### src/design/spd_pkg.sv
// shared types and constants for the serial packet deframer
// no dependencies; used by spd_parser and serial_packet_deframer
package spd_pkg;

    localparam int unsigned BYTE_W  = 8;
    localparam int unsigned LEN_W   = 10;
    localparam int unsigned TYPE_W  = 6;

    localparam logic [BYTE_W-1:0] HDR_FIRST  = 8'h4B;
    localparam logic [BYTE_W-1:0] HDR_SECOND = 8'h53;
    localparam logic [BYTE_W-1:0] TRL_CR     = 8'h0D;
    localparam logic [BYTE_W-1:0] TRL_LF     = 8'h0A;
    localparam logic [LEN_W-1:0]  MIN_LENGTH = 10'd8;
    localparam logic [LEN_W-1:0]  BODY_START = 10'd6;

    typedef enum logic [1:0] {
        KIND_PAYLOAD = 2'd0,
        KIND_ACCEPT  = 2'd1,
        KIND_REJECT  = 2'd2
    } kind_t;

    typedef enum logic [2:0] {
        PH_HUNT_K = 3'd0,
        PH_HUNT_S = 3'd1,
        PH_LEN    = 3'd2,
        PH_TYPE   = 3'd3,
        PH_P1     = 3'd4,
        PH_P2     = 3'd5,
        PH_BODY   = 3'd6
    } phase_t;

    typedef struct packed {
        logic              valid;
        kind_t             kind;
        logic [BYTE_W-1:0] payload_byte;
        logic [LEN_W-1:0]  payload_index;
        logic [TYPE_W-1:0] packet_kind;
        logic [BYTE_W-1:0] first_param;
        logic [BYTE_W-1:0] second_param;
        logic [LEN_W-1:0]  total_length;
    } result_t;

endpackage

### src/design/serial_packet_deframer.sv
// serial packet deframer top level: input register, parser, result register
// depends on spd_pkg and spd_parser
//
//  channel   direction  ports
//  s_        in         s_valid, s_ready, s_rx_byte
//  m_        out        m_valid, m_ready, m_kind .. m_total_length
//
// one byte per cycle unless a held result stalls it; each byte is registered in the input register
// before the parser sees it, and its result, if any, goes through the result register to m_
// a held result stalls the parser; the input register still takes one byte meanwhile
// aresetn is synchronous, active low, and returns the parser to header hunt
module serial_packet_deframer (
    input  logic                    aclk,
    input  logic                    aresetn,
    input  logic                    s_valid,
    output logic                    s_ready,
    input  logic [7:0]              s_rx_byte,
    output logic                    m_valid,
    input  logic                    m_ready,
    output logic [1:0]              m_kind,
    output logic [7:0]              m_payload_byte,
    output logic [9:0]              m_payload_index,
    output logic [5:0]              m_packet_kind,
    output logic [7:0]              m_first_param,
    output logic [7:0]              m_second_param,
    output logic [9:0]              m_total_length
);
    import spd_pkg::*;

    logic              in_valid_reg, in_valid_next;
    logic [BYTE_W-1:0] in_byte_reg;
    logic              advance;
    result_t           parse_res;
    result_t           out_reg;
    logic              out_valid_reg, out_valid_next;

    assign advance = in_valid_reg && (!out_valid_reg || m_ready);
    assign s_ready = !in_valid_reg || advance;

    assign in_valid_next  = s_ready ? s_valid : in_valid_reg;
    assign out_valid_next = advance ? parse_res.valid : (out_valid_reg && !m_ready);

    spd_parser u_parser (
        .aclk    (aclk),
        .aresetn (aresetn),
        .step_en (advance),
        .rx_byte (in_byte_reg),
        .result  (parse_res)
    );

    always_ff @(posedge aclk) begin
        if (!aresetn) begin
            in_valid_reg  <= 1'b0;
            out_valid_reg <= 1'b0;
        end else begin
            in_valid_reg  <= in_valid_next;
            out_valid_reg <= out_valid_next;
        end
    end

    always_ff @(posedge aclk) begin
        if (s_ready && s_valid) begin
            in_byte_reg <= s_rx_byte;
        end
        if (advance && parse_res.valid) begin
            out_reg <= parse_res;
        end
    end

    assign m_valid         = out_valid_reg;
    assign m_kind          = out_reg.kind;
    assign m_payload_byte  = out_reg.payload_byte;
    assign m_payload_index = out_reg.payload_index;
    assign m_packet_kind   = out_reg.packet_kind;
    assign m_first_param   = out_reg.first_param;
    assign m_second_param  = out_reg.second_param;
    assign m_total_length  = out_reg.total_length;

endmodule

### src/design/spd_parser.sv
// packet framing state machine: header hunt, length/type/params, body and trailer check
// depends on spd_pkg
module spd_parser (
    input  logic                   aclk,
    input  logic                   aresetn,
    input  logic                   step_en,
    input  logic [spd_pkg::BYTE_W-1:0] rx_byte,
    output spd_pkg::result_t       result
);
    import spd_pkg::*;

    phase_t             phase_reg, phase_next;
    logic [LEN_W-1:0]   length_reg, length_next;
    logic [LEN_W-1:0]   pos_reg, pos_next;
    logic [TYPE_W-1:0]  type_reg, type_next;
    logic [BYTE_W-1:0]  param_one_reg, param_one_next;
    logic [BYTE_W-1:0]  param_two_reg, param_two_next;
    logic               cr_seen_reg, cr_seen_next;

    logic [LEN_W-1:0]   len_full;
    logic [LEN_W:0]     pos_plus1;
    logic [LEN_W:0]     pos_plus2;
    logic               is_last;
    logic               is_cr_slot;

    assign len_full   = {rx_byte[7:6], length_reg[7:0]};
    assign pos_plus1  = {1'b0, pos_reg} + {{LEN_W{1'b0}}, 1'b1};
    assign pos_plus2  = {1'b0, pos_reg} + {{(LEN_W-1){1'b0}}, 2'd2};
    assign is_last    = pos_plus1 >= {1'b0, length_reg};
    assign is_cr_slot = pos_plus2 == {1'b0, length_reg};

    // next phase
    always_comb begin
        case (phase_reg)
            PH_HUNT_S: begin
                if (rx_byte == HDR_SECOND) begin
                    phase_next = PH_LEN;
                end else if (rx_byte != HDR_FIRST) begin
                    phase_next = PH_HUNT_K;
                end else begin
                    phase_next = PH_HUNT_S;
                end
            end
            PH_LEN:  phase_next = PH_TYPE;
            PH_TYPE: phase_next = (len_full < MIN_LENGTH) ? PH_HUNT_K : PH_P1;
            PH_P1:   phase_next = PH_P2;
            PH_P2:   phase_next = PH_BODY;
            PH_BODY: phase_next = is_last ? PH_HUNT_K : PH_BODY;
            default: phase_next = (rx_byte == HDR_FIRST) ? PH_HUNT_S : PH_HUNT_K;
        endcase
    end

    // field capture and result
    always_comb begin
        length_next    = length_reg;
        pos_next       = pos_reg;
        type_next      = type_reg;
        param_one_next = param_one_reg;
        param_two_next = param_two_reg;
        cr_seen_next   = cr_seen_reg;
        result         = '0;
        result.kind    = KIND_PAYLOAD;
        case (phase_reg)
            PH_LEN: begin
                length_next = {2'b00, rx_byte};
            end
            PH_TYPE: begin
                length_next = len_full;
                type_next   = rx_byte[TYPE_W-1:0];
                if (len_full < MIN_LENGTH) begin
                    result.valid        = 1'b1;
                    result.kind         = KIND_REJECT;
                    result.total_length = len_full;
                end
            end
            PH_P1: begin
                param_one_next = rx_byte;
            end
            PH_P2: begin
                param_two_next = rx_byte;
                pos_next       = BODY_START;
                cr_seen_next   = 1'b0;
            end
            PH_BODY: begin
                if (is_last) begin
                    pos_next            = '0;
                    result.valid        = 1'b1;
                    result.total_length = length_reg;
                    if (cr_seen_reg && (rx_byte == TRL_LF)) begin
                        result.kind         = KIND_ACCEPT;
                        result.packet_kind  = type_reg;
                        result.first_param  = param_one_reg;
                        result.second_param = param_two_reg;
                    end else begin
                        result.kind = KIND_REJECT;
                    end
                end else if (is_cr_slot) begin
                    cr_seen_next = (rx_byte == TRL_CR);
                    pos_next     = pos_plus1[LEN_W-1:0];
                end else begin
                    result.valid         = 1'b1;
                    result.kind          = KIND_PAYLOAD;
                    result.payload_byte  = rx_byte;
                    result.payload_index = pos_reg - BODY_START;
                    pos_next             = pos_plus1[LEN_W-1:0];
                end
            end
            default: begin
            end
        endcase
    end

    always_ff @(posedge aclk) begin
        if (!aresetn) begin
            phase_reg     <= PH_HUNT_K;
            length_reg    <= '0;
            pos_reg       <= '0;
            type_reg      <= '0;
            param_one_reg <= '0;
            param_two_reg <= '0;
            cr_seen_reg   <= 1'b0;
        end else if (step_en) begin
            phase_reg     <= phase_next;
            length_reg    <= length_next;
            pos_reg       <= pos_next;
            type_reg      <= type_next;
            param_one_reg <= param_one_next;
            param_two_reg <= param_two_next;
            cr_seen_reg   <= cr_seen_next;
        end
    end

endmodule
### config.mk
export PLATFORM = sky130hd
export DESIGN_NAME = serial_packet_deframer
export DESIGN_NICKNAME = d
export VERILOG_FILES = /design/src/design/spd_pkg.sv /design/src/design/serial_packet_deframer.sv /design/src/design/spd_parser.sv
export SDC_FILE = /design/constraint.sdc
export NUM_CORES = 1
export LEC_CHECK = 0
export ABC_AREA = 1
export BUFFER_PORTS_ARGS = -buffer_cell sky130_fd_sc_hd__buf_2
export CORE_AREA = 2 2 74 129
export DETAILED_ROUTE_END_ITERATION = 6
export DIE_AREA = 0 0 76 131
export GPL_ROUTABILITY_DRIVEN = 0
export GPL_TIMING_DRIVEN = 0
export PLACE_DENSITY = 0.76
export RECOVER_POWER = 25
export SETUP_SLACK_MARGIN = 0.02
export SLEW_MARGIN = 20
export SYNTH_ARGS = -nofsm -noshare
export SYNTH_HDL_FRONTEND = slang
export SYNTH_SLANG_ARGS = --single-unit
### constraint.sdc
create_clock -name aclk -period 5.2 [get_ports aclk]
set_input_delay 1.04 -clock aclk [delete_from_list [all_inputs] [get_ports aclk]]
set_output_delay 1.04 -clock aclk [all_outputs]
set_load 0.02 [all_outputs]
==> results.md <==
- I/O Pins: 66
- RSZ-0062 raised after global routing: no
- CTS tree: built
- Synth unique cells: 34
- Crit path required time: ~5.3 ns
- Hold endpoint: u_parser.pos_reg[9]$_SDFFE_PN0P_
- Hold depth: 2
- CP Capture Type: register
- Wirelength per Cell: around 15 um
- Slew Limit Headroom: between 60% and 70%
- Worst Setup Path Type: reg -> reg
- Vias per std cell: roughly 5.4
- Max frequency: about 270 MHz
- Worst hold path type: reg -> reg
- Iteration-0 DRC Markers: between 200 and 250
- Antenna violations before repair: 0
- Power Dens Cells: approximately 280 mW/mm^2
- Synth Warn #: 0
- Largest net degree at the start of global routing: 42
- Cell count after synthesis: 545
- Final Max Slew Viols: 0
- CTS root buf: clkbuf_16
- FP Rows: 46
- Layout net count: ~650
- Core Util, Final: 64.29%
- Post_cts resized: 0
- Max_cap viols: 0
- Maximum vdd ir drop: roughly 0.18 mV
- Drt pass-1 iters: 5
- Vias in the first global route: ~3,800
- Hold Startpoint: u_parser.pos_reg[9]$_SDFFE_PN0P_
- Layout cells sized above 1: around 15%
- Layout fillers: 739
- Post-DP HPWL: around 8600 um
- Final Hold Viols: 0
- Synth area leaders: edfxtp_1 36%, dfxtp_1 19%, nand2_1 6.9%
- Type of origin of the critical path: register
- Die ar.: 0.009956 sq mm
- Total Wirelength: between 10,000 and 15,000 um
- Post-synth EDFFs: 60
- Core region area: between 0.008 and 0.009 sq mm
- Most frequent cells in the layout: 91 x nand2_1, 71 x inv_1, 60 x edfxtp_1, 56 x nor2_1, 56 x a21oi_1
- Slew of the pin with the lowest slew margin: ~0.60 ns
- Worst R2R End: m_payload_index[5]$_SDFFCE_PP0P_
- IO buf count: 65
- Syn_nets: 569
- Post-Syn Area: 0.004981 sq mm
- Setup repair bufs after CTS: 0
- Final total power: roughly 1600 uW
- Die X-Extent: roughly 76 um
- CP arrival: 3.74 ns
- Initial core utilization: between 50% and 60%
- DRC Markers: 0
- Synth area leader: edfxtp_1
- Reg2reg start: u_parser.pos_reg[1]$_SDFFE_PN0P_
- Fin crit share: a little over two thirds
- Clock slew at reported path FFs: roughly 0.070 ns
- Status: finished clean
- Share of Yosys cell area claimed by the top area cell type: between 30% and 40%
- Syn-to-layout area delta: 15.15%
- Vias: 3,997
- Worst-path fanout max: 41
- GRT Util Overall: between 20% and 30%
- Depth of the most critical reg-to-reg path: 19
- Final setup skew: approximately 0.0084 ns
- Die Y: 131 um
- Final setup vio count: 0
- Antenna cells: 0
- Post-CTS Hold Buffers: 0
- Seq cells post-synth: 108
- Syn Area/Cell: between 9 and 10 sq um
- Ys async rst share: 0%
- Min Clock Period, post-route: ~3.6 ns
- CTS max path bufs: 2
- Leakage: around 0.0022 uW
- Total CTS buffers: 9
- Seq/Total Area, Yosys: 55.46%
- CTS Sinks: ~110
- Setup TNS: 0 ns
- Commonest non-fill, non-tap cell in the layout: nand2_1
- Worst-Skew Late Latency: between 0.3 and 0.4 ns
- R2r setup slk: between 1.5 and 2 ns
- Congestion Overflow GR: 0
- H-tree Lvls: 3
- Post-synth top flop: edfxtp_1
- First-pass GRT wire length: between 15,000 and 20,000 um
- Post-route antenna net violation count: 0
-- Yosys cell counts (2+ instances only) --
cell type,count
buf_2,3
nor2_1,55
a211oi_1,8
nor2_4,4
edfxtp_1,60
nand4_1,7
xor2_1,11
buf_4,4
buf_6,3
inv_2,3
a21oi_1,56
nor2_2,20
dfxtp_1,48
nand2_2,2
nor4_1,2
ha_1,12
o21ai_0,37
inv_1,71
nor3_1,6
clkbuf_1,6
nand2_1,91
nand3_1,22
nand2_4,3
-- worst max-delay path by stage --
| stage | from | to | slack [ns] | depth (start not counted) |
|---|---|---|---|---|
| after floorplan | u_parser.pos_reg[1]$_SDFFE_PN0P_ | m_first_param[0]$_SDFFCE_PN0P_ | 1.65 | 16 |
| after global placement | u_parser.pos_reg[1]$_SDFFE_PN0P_ | m_payload_index[4]$_SDFFCE_PP0P_ | 0.92 | 15 |
| after detailed placement | u_parser.pos_reg[1]$_SDFFE_PN0P_ | m_payload_index[5]$_SDFFCE_PP0P_ | 1.61 | 19 |
| after CTS | u_parser.pos_reg[1]$_SDFFE_PN0P_ | m_payload_index[6]$_SDFFCE_PP0P_ | 1.59 | 19 |
| after global routing | u_parser.pos_reg[1]$_SDFFE_PN0P_ | m_total_length[7]$_DFFE_PP_ | 1.25 | 19 |
| final | u_parser.pos_reg[1]$_SDFFE_PN0P_ | m_payload_index[5]$_SDFFCE_PP0P_ | 1.56 | 19 |
-- critical path: stages, from the launching register on --
cell,delay (ns)
dfxtp_1,0.56
ha_1,0.22
buf_4,0.17
nand3_1,0.13
nor2_1,0.17
xor2_1,0.22
ha_1,0.27
nand2_1,0.09
inv_1,0.04
nand2_1,0.07
nand2_1,0.05
nand2_1,0.06
nand4_1,0.07
nand2_1,0.19
nand2_4,0.09
a21oi_1,0.36
nand2_1,0.11
nand2_1,0.11
inv_2,0.15
buf_12,0.22
-- stage by stage --
step	instance area (sq um)	worst slack (ns)	hold slack (ns)	std cells
2_1_floorplan	4981	1.646	0.4521	545
3_3_place_gp	5456	0.9176	0.4693	730
3_5_place_dp	5477	1.606	0.4861	731
4_1_cts	5784	1.587	0.4971	747
5_1_grt	5736	1.246	0.5122	747
6_report	5736	1.563	0.5012	747
-- area by class of cell --
class                      count  area [sq um]  area share [%]
buffer                        17         101.3           1.767
clock buffer                  10         250.2           4.363
clock inverter                 6         57.56           1.003
inverter                      75         281.5           4.908
multi-input combinational    345          1829           31.89
sequential                   108          2763           48.17
tap                          120         150.1           2.618
timing repair buffer          66         302.8           5.279
-- power by group --
part / leakage (uW) / internal, uW / switching, uW
sequential: 0.00101 / 898 / 6.45
clock: 0.000153 / 367 / 324
combinational: 0.00107 / 7.06 / 25.3
-- kinds of logic after synthesis --
group	after synthesis	share of synthesized area, %
fa+ha+maj	12	3.014
xor+xnor	12	2.110
buf+inv	92	7.762
flops	108	55.46
compound gates	105	11.28
simple gates	216	20.37
-- routing by layer --
metal,GRT usage [%],wire length (um),vias to the layer above
met5,0,0,-
met4,19.36,849,0
met3,3.022,538,66
met2,43.80,6026,141
met1,22.85,3936,1825
li1,-,-,1965
No activity file was read; power rests on OpenSTA's default activity.
